[config.mk]
export PLATFORM = sky130hd
export DESIGN_NAME = station_coincidence_trigger
export DESIGN_NICKNAME = d
export VERILOG_FILES = /design/src/sv/stc_pkg.sv /design/src/sv/stc_cell.sv /design/src/sv/station_coincidence_trigger.sv
export SDC_FILE = /design/constraint.sdc
export NUM_CORES = 2
export LEC_CHECK = 0
export BUFFER_PORTS_ARGS = -buffer_cell sky130_fd_sc_hd__clkbuf_2
export CAP_MARGIN = 20
export CORE_ASPECT_RATIO = 1.75
export CORE_UTILIZATION = 44
export DETAILED_ROUTE_END_ITERATION = 8
export PLACE_DENSITY = 0.58
export SYNTH_ARGS = -nofsm -noshare
export SYNTH_HDL_FRONTEND = slang
export SYNTH_SLANG_ARGS = --single-unit
[constraint.sdc]
create_clock -name clk -period 13 [get_ports clk]
set_clock_uncertainty 0.2 [all_clocks]
set_input_delay 1.3 -clock clk [delete_from_list [all_inputs] [get_ports clk]]
set_output_delay 1.3 -clock clk [all_outputs]
set_load 0.005 [all_outputs]
[src/sv/stc_pkg.sv]
`default_nettype none
package stc_pkg;

    localparam logic [32:0] NS_PER_SEC   = 33'd1000000000;
    localparam int          MAX_MEMBERS  = 16;
    localparam int          FLAG_TEN     = 2;
    localparam int          FLAG_RANDOM  = 3;

    localparam logic [1:0]  KIND_NORMAL  = 2'd0;
    localparam logic [1:0]  KIND_TEN     = 2'd1;
    localparam logic [1:0]  KIND_RANDOM  = 2'd2;

    localparam logic [1:0]  REG_WINDOW   = 2'd0;
    localparam logic [1:0]  REG_MIN_ST   = 2'd1;
    localparam logic [1:0]  REG_PERIOD   = 2'd2;

    localparam logic [0:0]  FUNC_HIT     = 1'b0;
    localparam logic [0:0]  FUNC_FLUSH   = 1'b1;

    typedef struct packed {
        logic [31:0] second;
        logic [29:0] nanosecond;
        logic [15:0] station;
        logic [3:0]  flags;
        logic [15:0] index;
        logic        used;
        logic        member;
    } entry_t;

    typedef struct packed {
        logic shift;
        logic load;
    } cell_ctrl_t;

    typedef enum logic [6:0] {
        ST_IDLE   = 7'b0000001,
        ST_EVAL   = 7'b0000010,
        ST_START  = 7'b0000100,
        ST_SCAN   = 7'b0001000,
        ST_DECIDE = 7'b0010000,
        ST_EMIT   = 7'b0100000,
        ST_POP    = 7'b1000000
    } state_t;

    // true when (s, ns) lies outside the window opened at (s0, ns0)
    function automatic logic beyond(input logic [31:0] s, input logic [29:0] ns,
                                    input logic [31:0] s0, input logic [29:0] ns0,
                                    input logic [29:0] win);
        logic [31:0] sd;
        logic [32:0] d;
        sd = s - s0;
        d  = {3'b000, ns} + (sd[0] ? NS_PER_SEC : 33'd0) - {3'b000, ns0};
        if (sd > 32'd1)
            return 1'b1;
        if (d[32])
            return 1'b1;
        return d > {3'b000, win};
    endfunction

endpackage
`default_nettype wire

[src/sv/stc_cell.sv]
`default_nettype none
module stc_cell (
    input  wire                 clk,
    input  stc_pkg::cell_ctrl_t ctrl,
    input  stc_pkg::entry_t     shift_in,
    input  stc_pkg::entry_t     load_in,
    output stc_pkg::entry_t     q
);
    import stc_pkg::*;

    entry_t q_reg;

    always_ff @(posedge clk)
    begin
        if (ctrl.load)
            q_reg <= load_in;
        else if (ctrl.shift)
            q_reg <= shift_in;
    end

    assign q = q_reg;

endmodule
`default_nettype wire

[src/sv/station_coincidence_trigger.sv]
// path: IDLE then EVAL for each hit or flush; a used seed adds START, POP;
// a judged seed START, SCAN, DECIDE, POP; a fired event adds EMIT plus output stalls
// throughput: one input transfer at a time, set by the cell chain rotations
// (scan pass, then emit pass when the group fires) for each judged seed
// reset: rst_n asynchronous active low; clears control, counters, flags and
// the duplicate key valid flag; pending cell payloads are not cleared
`default_nettype none
module station_coincidence_trigger #(
    parameter int BUFFER_DEPTH = 16
) (
    input  wire          clk,
    input  wire          rst_n,
    input  wire          s_tvalid,
    output logic         s_tready,
    // station[15:0], hit_second[47:16], hit_nanosecond[77:48],
    // trig_flags[81:78], hit_index[97:82], zero fill
    input  wire  [103:0] s_tdata,
    // func[0]
    input  wire  [0:0]   s_tuser,
    output logic         m_tvalid,
    input  wire          m_tready,
    // event_number[31:0], member_station[47:32], member_second[79:48],
    // member_nanosecond[109:80], member_index[125:110], overflow_seen[126], zero fill
    output logic [127:0] m_tdata,
    // event_kind[1:0]
    output logic [1:0]   m_tuser,
    output logic         m_tlast,
    input  wire          psel,
    input  wire          penable,
    input  wire          pwrite,
    input  wire  [3:0]   paddr,
    input  wire  [31:0]  pwdata,
    output logic [31:0]  prdata,
    output logic         pready
);
    import stc_pkg::*;

    localparam int CW = $clog2(BUFFER_DEPTH + 1);
    localparam int SW = $clog2(BUFFER_DEPTH);

    // configuration registers
    logic [29:0] window_reg;
    logic [4:0]  min_st_reg;
    logic [15:0] period_reg;

    // control state
    state_t      state_reg, state_next;
    logic [CW-1:0] count_reg, count_next;
    logic [SW-1:0] step_reg, step_next;
    logic [15:0] rand_reg, rand_next;
    logic [31:0] evcnt_reg, evcnt_next;
    logic        ovf_reg, ovf_next;
    logic        last_vld_reg, last_vld_next;
    logic [31:0] last_sec_reg;
    logic [29:0] last_ns_reg;
    logic [15:0] last_st_reg;
    logic [4:0]  nmem_reg, nmem_next;
    logic [4:0]  nstat_reg, nstat_next;
    logic [4:0]  emitted_reg, emitted_next;
    logic        broken_reg, broken_next;
    logic [MAX_MEMBERS-1:0] stn_vld_reg, stn_vld_next;
    logic [15:0] stn_reg [MAX_MEMBERS];

    // latched input transfer
    logic        in_func_reg;
    entry_t      in_reg;

    // seed of the window being judged
    logic [31:0] s0_sec_reg;
    logic [29:0] s0_ns_reg;
    logic        seed_ten_reg;
    logic        seed_rnd_reg;

    // output register
    logic        m_valid_reg, m_valid_next;
    logic [127:0] m_data_reg;
    logic [1:0]  m_kind_reg;
    logic        m_last_reg;

    // cell chain wiring
    entry_t      cell_q [BUFFER_DEPTH];
    entry_t      wrap_entry;
    entry_t      load_entry;
    logic        shift_en;
    logic        load_en;

    // per-cycle decisions
    entry_t      head;
    logic        dup;
    logic        closed;
    logic        k_in;
    logic        b_scan;
    logic        is_mem;
    logic        known;
    logic        fire;
    logic        out_free;
    logic        out_load;
    logic        last_step;
    logic [15:0] rand_inc;
    logic        seed_grab;
    logic        stn_add;

    assign head      = cell_q[0];
    assign last_step = (step_reg == SW'(BUFFER_DEPTH - 1));
    assign out_free  = !m_valid_reg || m_tready;
    assign rand_inc  = rand_reg + 16'd1;

    // the chain: cell i takes cell i+1, the last takes the modified head
    for (genvar i = 0; i < BUFFER_DEPTH; i++)
    begin : g_cell
        cell_ctrl_t ctrl;
        entry_t     nb;
        assign ctrl.shift = shift_en;
        assign ctrl.load  = load_en && (count_reg == CW'(i));
        if (i == BUFFER_DEPTH - 1)
        begin : g_tail
            assign nb = wrap_entry;
        end
        else
        begin : g_mid
            assign nb = cell_q[i+1];
        end
        stc_cell u_cell (
            .clk      (clk),
            .ctrl     (ctrl),
            .shift_in (nb),
            .load_in  (load_entry),
            .q        (cell_q[i])
        );
    end

    // duplicate and window close test for the latched transfer
    assign dup = last_vld_reg && last_sec_reg == in_reg.second &&
                 last_ns_reg == in_reg.nanosecond && last_st_reg == in_reg.station;

    always_comb
    begin
        if (in_func_reg == FUNC_FLUSH)
            closed = (count_reg != '0);
        else
            closed = (count_reg != '0) &&
                     beyond(in_reg.second, in_reg.nanosecond,
                            head.second, head.nanosecond, window_reg);
    end

    // scan pass: head entry examined as it wraps to the tail
    assign k_in   = (CW'(step_reg) < count_reg);
    assign b_scan = beyond(head.second, head.nanosecond, s0_sec_reg, s0_ns_reg, window_reg);
    assign is_mem = k_in && !broken_reg && !b_scan &&
                    (head.flags[FLAG_TEN] == seed_ten_reg) &&
                    (nmem_reg < 5'(MAX_MEMBERS));

    always_comb
    begin
        known = 1'b0;
        for (int j = 0; j < MAX_MEMBERS; j++)
            if (stn_vld_reg[j] && stn_reg[j] == head.station)
                known = 1'b1;
    end

    assign fire = (nmem_reg >= min_st_reg && nstat_reg >= min_st_reg) ||
                  seed_ten_reg || seed_rnd_reg;

    always_comb
    begin
        state_next    = state_reg;
        count_next    = count_reg;
        step_next     = step_reg;
        rand_next     = rand_reg;
        evcnt_next    = evcnt_reg;
        ovf_next      = ovf_reg;
        last_vld_next = last_vld_reg;
        nmem_next     = nmem_reg;
        nstat_next    = nstat_reg;
        emitted_next  = emitted_reg;
        broken_next   = broken_reg;
        stn_vld_next  = stn_vld_reg;
        shift_en      = 1'b0;
        load_en       = 1'b0;
        out_load      = 1'b0;
        seed_grab     = 1'b0;
        stn_add       = 1'b0;
        wrap_entry    = head;
        load_entry    = in_reg;
        load_entry.used   = 1'b0;
        load_entry.member = 1'b0;
        s_tready      = 1'b0;

        unique case (state_reg)
            ST_IDLE:
            begin
                s_tready = 1'b1;
                if (s_tvalid)
                    state_next = ST_EVAL;
            end
            ST_EVAL:
            begin
                if (in_func_reg == FUNC_HIT && !dup)
                begin
                    if (count_reg == CW'(BUFFER_DEPTH))
                        ovf_next = 1'b1;
                    else
                    begin
                        // every random_period-th stored hit gets the random flag
                        load_en       = 1'b1;
                        count_next    = count_reg + CW'(1);
                        last_vld_next = 1'b1;
                        rand_next     = rand_inc;
                        if (period_reg != '0 && rand_inc >= period_reg)
                        begin
                            rand_next = '0;
                            load_entry.flags[FLAG_RANDOM] = 1'b1;
                        end
                    end
                end
                state_next = closed ? ST_START : ST_IDLE;
            end
            ST_START:
            begin
                if (head.used)
                    state_next = ST_POP;
                else
                begin
                    seed_grab    = 1'b1;
                    nmem_next    = '0;
                    nstat_next   = '0;
                    broken_next  = 1'b0;
                    stn_vld_next = '0;
                    step_next    = '0;
                    state_next   = ST_SCAN;
                end
            end
            ST_SCAN:
            begin
                shift_en          = 1'b1;
                wrap_entry.member = is_mem;
                if (k_in && !broken_reg && b_scan)
                    broken_next = 1'b1;
                if (is_mem)
                begin
                    nmem_next = nmem_reg + 5'd1;
                    if (!known)
                    begin
                        stn_add    = 1'b1;
                        nstat_next = nstat_reg + 5'd1;
                        stn_vld_next[nstat_reg[3:0]] = 1'b1;
                    end
                end
                step_next = step_reg + SW'(1);
                if (last_step)
                    state_next = ST_DECIDE;
            end
            ST_DECIDE:
            begin
                step_next    = '0;
                emitted_next = '0;
                state_next   = fire ? ST_EMIT : ST_POP;
            end
            ST_EMIT:
            begin
                if (!head.member || out_free)
                begin
                    shift_en          = 1'b1;
                    wrap_entry.member = 1'b0;
                    if (head.member)
                    begin
                        out_load        = 1'b1;
                        wrap_entry.used = 1'b1;
                        emitted_next    = emitted_reg + 5'd1;
                    end
                    step_next = step_reg + SW'(1);
                    if (last_step)
                    begin
                        evcnt_next = evcnt_reg + 32'd1;
                        state_next = ST_POP;
                    end
                end
            end
            ST_POP:
            begin
                // seed leaves the head and parks beyond the fill count
                shift_en   = 1'b1;
                count_next = count_reg - CW'(1);
                state_next = ST_IDLE;
            end
            default:
            begin
                state_next = ST_IDLE;
            end
        endcase
    end

    always_comb
    begin
        m_valid_next = m_valid_reg;
        if (out_load)
            m_valid_next = 1'b1;
        else if (m_tready)
            m_valid_next = 1'b0;
    end

    always_ff @(posedge clk or negedge rst_n)
    begin
        if (!rst_n)
        begin
            state_reg    <= ST_IDLE;
            count_reg    <= '0;
            step_reg     <= '0;
            rand_reg     <= '0;
            evcnt_reg    <= '0;
            ovf_reg      <= 1'b0;
            last_vld_reg <= 1'b0;
            nmem_reg     <= '0;
            nstat_reg    <= '0;
            emitted_reg  <= '0;
            broken_reg   <= 1'b0;
            stn_vld_reg  <= '0;
            m_valid_reg  <= 1'b0;
            window_reg   <= 30'd5000;
            min_st_reg   <= 5'd3;
            period_reg   <= 16'd0;
        end
        else
        begin
            state_reg    <= state_next;
            count_reg    <= count_next;
            step_reg     <= step_next;
            rand_reg     <= rand_next;
            evcnt_reg    <= evcnt_next;
            ovf_reg      <= ovf_next;
            last_vld_reg <= last_vld_next;
            nmem_reg     <= nmem_next;
            nstat_reg    <= nstat_next;
            emitted_reg  <= emitted_next;
            broken_reg   <= broken_next;
            stn_vld_reg  <= stn_vld_next;
            m_valid_reg  <= m_valid_next;
            if (psel && penable && pwrite)
            begin
                unique case (paddr[3:2])
                    REG_WINDOW: window_reg <= pwdata[29:0];
                    REG_MIN_ST: min_st_reg <= pwdata[4:0];
                    REG_PERIOD: period_reg <= pwdata[15:0];
                    default:    ;
                endcase
            end
        end
    end

    // payload registers
    always_ff @(posedge clk)
    begin
        if (s_tvalid && s_tready)
        begin
            in_func_reg       <= s_tuser[0];
            in_reg.station    <= s_tdata[15:0];
            in_reg.second     <= s_tdata[47:16];
            in_reg.nanosecond <= s_tdata[77:48];
            in_reg.flags      <= s_tdata[81:78];
            in_reg.index      <= s_tdata[97:82];
            in_reg.used       <= 1'b0;
            in_reg.member     <= 1'b0;
        end
        if (load_en)
        begin
            last_sec_reg <= in_reg.second;
            last_ns_reg  <= in_reg.nanosecond;
            last_st_reg  <= in_reg.station;
        end
        if (seed_grab)
        begin
            s0_sec_reg   <= head.second;
            s0_ns_reg    <= head.nanosecond;
            seed_ten_reg <= head.flags[FLAG_TEN];
            seed_rnd_reg <= head.flags[FLAG_RANDOM];
        end
        if (stn_add)
            stn_reg[nstat_reg[3:0]] <= head.station;
        if (out_load)
        begin
            m_data_reg <= {1'b0, ovf_reg, head.index, head.nanosecond,
                           head.second, head.station, evcnt_reg};
            m_kind_reg <= seed_ten_reg ? KIND_TEN : (seed_rnd_reg ? KIND_RANDOM : KIND_NORMAL);
            m_last_reg <= (emitted_reg + 5'd1 == nmem_reg);
        end
    end

    always_comb
    begin
        unique case (paddr[3:2])
            REG_WINDOW: prdata = {2'b00, window_reg};
            REG_MIN_ST: prdata = {27'd0, min_st_reg};
            REG_PERIOD: prdata = {16'd0, period_reg};
            default:    prdata = 32'd0;
        endcase
    end

    assign pready   = 1'b1;
    assign m_tvalid = m_valid_reg;
    assign m_tdata  = m_data_reg;
    assign m_tuser  = m_kind_reg;
    assign m_tlast  = m_last_reg;

endmodule
`default_nettype wire

==> results.py <==
metrics = {
    "yosys": {
        "synthesis.yosys.warnings": 0,
        "seq_area_frac_synth_pct": 66.8,
        "async_reset_ff_share_pct": 6.40,
        "synth-edff-count": 2161,
        "synth_cells": 7611,
        "post_synth_instance_area_sq_mm": 0.104,
        "synth.ff_latch_count": 2343,
        "post_synth.cell_area_avg_sq_um": 13.6,
        "ys_types": 102,
        "postSynth.topFlopCell": "edfxtp_1",
    },
    "sta": {
        "setup_viol": 0,
        "setup_total_negative_slack_ns": 0,
        "final-hold-violation-count": 0,
        "whs_ns": 0.240,
        "slew_violations": 0,
        "maxClockFrequency_mhz": 108,
        "tightestPinTransition_ns": 1.17,
        "final_critical_path_setup_slack_ns": 3.71,
        "layout_min_cycle_time_ns": 9.29,
        "unrepaired_setup_endpoints_after_global_routing": "false",
        "slew-limit-headroom_pct": 21.7,
        "post-route-period-util_pct": 71.4,
    },
    "critical_path": {
        "reg2reg_depth": 28,
        "timing.reg2reg.setup_slack_ns": 3.71,
        "critPathLaunch": "g_cell[0].u_cell.q[68]$_DFFE_PP_",
        "critical_path_depth": 28,
        "crit_path_start_kind": "flip-flop",
        "timing.critical_path.max_delay_family": "simple AND/OR/NAND/NOR gates",
        "cp-endpoint": "stn_reg[12][2]$_DFFE_PP_",
        "r2r_start": "g_cell[0].u_cell.q[68]$_DFFE_PP_",
        "worst-endpoint-required_ns": 13.40,
        "worst_path_max_delay_cell": "nor4_4",
        "cpPeakStageDelay_ns": 0.59,
        "cp_num_buf_inv": 4,
        "critPathMostFrequentCell": "ha_1",
        "timing.critical_path.fanout_max": 25,
        "signal_arrival_time_at_the_worst_endpoint_ns": 9.68,
        "worstSetupPathType": "reg -> reg",
        "worstSetupEndpointType": "flip-flop",
        "r2r-end": "stn_reg[12][2]$_DFFE_PP_",
    },
    "die": {
        "rows": 235,
        "ios": 314,
        "start_util_pct": 44.3,
        "design.core.area_sq_mm": 0.234,
        "fp.dieH_um": 644,
        "floorplan.die.width_um": 369,
        "design.die.area_sq_mm": 0.238,
    },
    "global_route": {
        "overflow": 0,
        "maximum_number_of_pins_on_one_net_before_global_route_repair": 234,
        "grt_use_total_pct": 26.2,
        "grt_pass1_wl_um": 461000,
        "grt_pass1_vias": 66700,
        "antenna_found_initial": 14,
    },
    "drt": {
        "final_antenna_net_count": 0,
        "drt_drc_violations_left": 172,
        "detail_route.vias_per_cell": 6.12,
        "routed_wirelength_um": 315000,
        "detailedRoute.firstIterationViolations": 6803,
        "drt_pre_antenna_iters": 9,
        "dr_total_vias": 67100,
        "drt-wirelength-per-cell_um": 28.8,
    },
    "final_layout": {
        "number_of_flip_flops_under_the_largest_register_name": 1568,
        "final_layout_size_suffix_gt1_share_pct": 11.8,
        "nNetsFinal": 8144,
        "area_delta_synth_final_pct": 11.5,
        "layout.core_utilization_pct": 49.3,
    },
    "run_status": {
        "violations": "design-rule violations",
        "run_status": "finished with violations",
    },
    "placement": {
        "place_hpwl_um": 191000,
        "dp_slack_ns": 3.87,
        "gp_routability_congestion": 0.950,
        "placement.io_buffers": 297,
    },
    "clocking": {
        "post_cts_buffers": 0,
        "cts.sink_count": 2343,
        "post_cts_resized": 0,
        "clk-insertion-delay-late_ns": 0.93,
        "path_clk_slew_ns": 0.07,
        "hold_buf_count_cts": 0,
        "cts.path.max_buffers": 4,
        "cts_tree": "built",
        "cts_root_buffer": "clkbuf_16",
        "htree_levels": 4,
        "tritoncts.num_buffers": 217,
    },
    "pwr": {
        "max-vdd-ir-drop_uv": 124,
        "cellLeakagePower_nw": 40.7,
        "cellPowerDensity_mw_per_mm2": 152,
    },
    "hold_path": {
        "worst_hold_path_type": "reg -> reg",
    },
    "run": {
        "timing.max_cap.violations": 0,
    },
}
final cells by class:
type	count	area (sq um)
Sequential cell	2343	69300
Tap cell	3081	3850
Multi-Input combinational cell	4395	31500
Antenna cell	5	12.5
Inverter	263	996
Timing Repair Buffer	488	3070
Clock inverter	128	1120
Clock buffer	261	5830
Fill cell	20200	119000
cells by family (layout without fill, tap and decap cells):
group,count (synthesis),after routing,synth area share [%]
simple gates,1390,1390,6.31
compound gates,2228,2228,15.9
buf+inv,875,1140,3.26
mux,36,36,0.362
xor+xnor,449,449,3.79
flops,2343,2343,66.8
fa+ha+maj,288,288,3.60
other cells,2,9,0.00724
worst min-delay path by stage:
stage	from	endpoint	slack (ns)	cells past startpoint
after floorplan	ovf_reg$_DFFE_PN0P_	ovf_reg$_DFFE_PN0P_	0.22	1
after global placement	evcnt_reg[30]$_DFFE_PN0P_	m_tdata[30]$_DFFE_PP_	0.23	0
after detailed placement	evcnt_reg[30]$_DFFE_PN0P_	m_tdata[30]$_DFFE_PP_	0.24	0
after CTS	g_cell[3].u_cell.q[1]$_SDFFE_PP0P_	g_cell[2].u_cell.q[1]$_SDFFE_PP0P_	0.22	2
after global routing	g_cell[3].u_cell.q[1]$_SDFFE_PP0P_	g_cell[2].u_cell.q[1]$_SDFFE_PP0P_	0.26	2
final	g_cell[3].u_cell.q[1]$_SDFFE_PP0P_	g_cell[2].u_cell.q[1]$_SDFFE_PP0P_	0.24	2
worst reg2reg max path, delay by kind of cell (launching register included):
| kind | cells | cell delay [ns] |
|---|---|---|
| multiplexers | 1 | 0.15 |
| adder cells (fa/ha/maj) | 4 | 1.24 |
| AND/OR/NAND/NOR | 9 | 3.42 |
| buffers and inverters | 4 | 0.93 |
| AO/OA/AOI/OAI | 8 | 2.26 |
| XOR/XNOR | 2 | 0.36 |
| flip-flops | 1 | 0.43 |
cell usage in the layout, fill, tap and decap left out, drive strengths merged, types with 32 or more instances in the layout:
cell	count
ha	270
a21o	56
o21a	34
nand2	694
a22o	1134
buf	192
xor2	284
xnor2	165
o21ai	577
nand4	75
clkinv	105
nand3	93
o22ai	34
inv	265
nor4	96
a21oi	160
nor2	158
clkbuf	557
dfxtp	32
nor3	78
dfrtp	142
edfxtp	2161
synthesized netlist by cell type (34+ instances only):
master	count	area [sq um]
nor4_1	94	588
o21a_1	34	255
edfxtp_1	2161	64900
clkbuf_1	481	1810
nand4_1	74	463
dfrtp_1	142	3550
xnor2_1	165	1450
buf_2	46	230
a21oi_1	157	786
o22ai_1	34	213
buf_1	77	289
nor2_1	156	586
nand3_1	93	465
a21o_1	56	420
inv_1	258	968
o21ai_0	571	2860
nor3_1	76	380
a22o_1	1134	9930
nand2_1	694	2610
ha_1	270	3380
xor2_1	284	2490
layer usage:
| metal | global-route usage (%) | wire length (um) | vias up |
|---|---|---|---|
| li1 | - | - | 29300 |
| met1 | 33.8 | 126000 | 34700 |
| met2 | 45.0 | 158000 | 2604 |
| met3 | 3.10 | 19500 | 546 |
| met4 | 9.37 | 12200 | 6 |
| met5 | 0 | 34 | - |
per-stage QoR:
stage | total power (W) | instance area (sq um) | instances
final | 0.0175 | 116000 | 11000
after global routing | 0.0181 | 116000 | 11000
after CTS | 0.0176 | 116000 | 11000
after detailed placement | 0.0112 | 109000 | 10600
after global placement | 0.0112 | 109000 | 10600
after floorplan | 0.0103 | 104000 | 7613
power breakdown:
part | switching, W | total (W) | internal [W]
logic | 0.00160 | 0.00234 | 0.000738
clock network | 0.00293 | 0.00644 | 0.00351
registers | 0.000278 | 0.00876 | 0.00848
total | 0.00480 | 0.0175 | 0.0127
(Power assumes the default switching activity.)
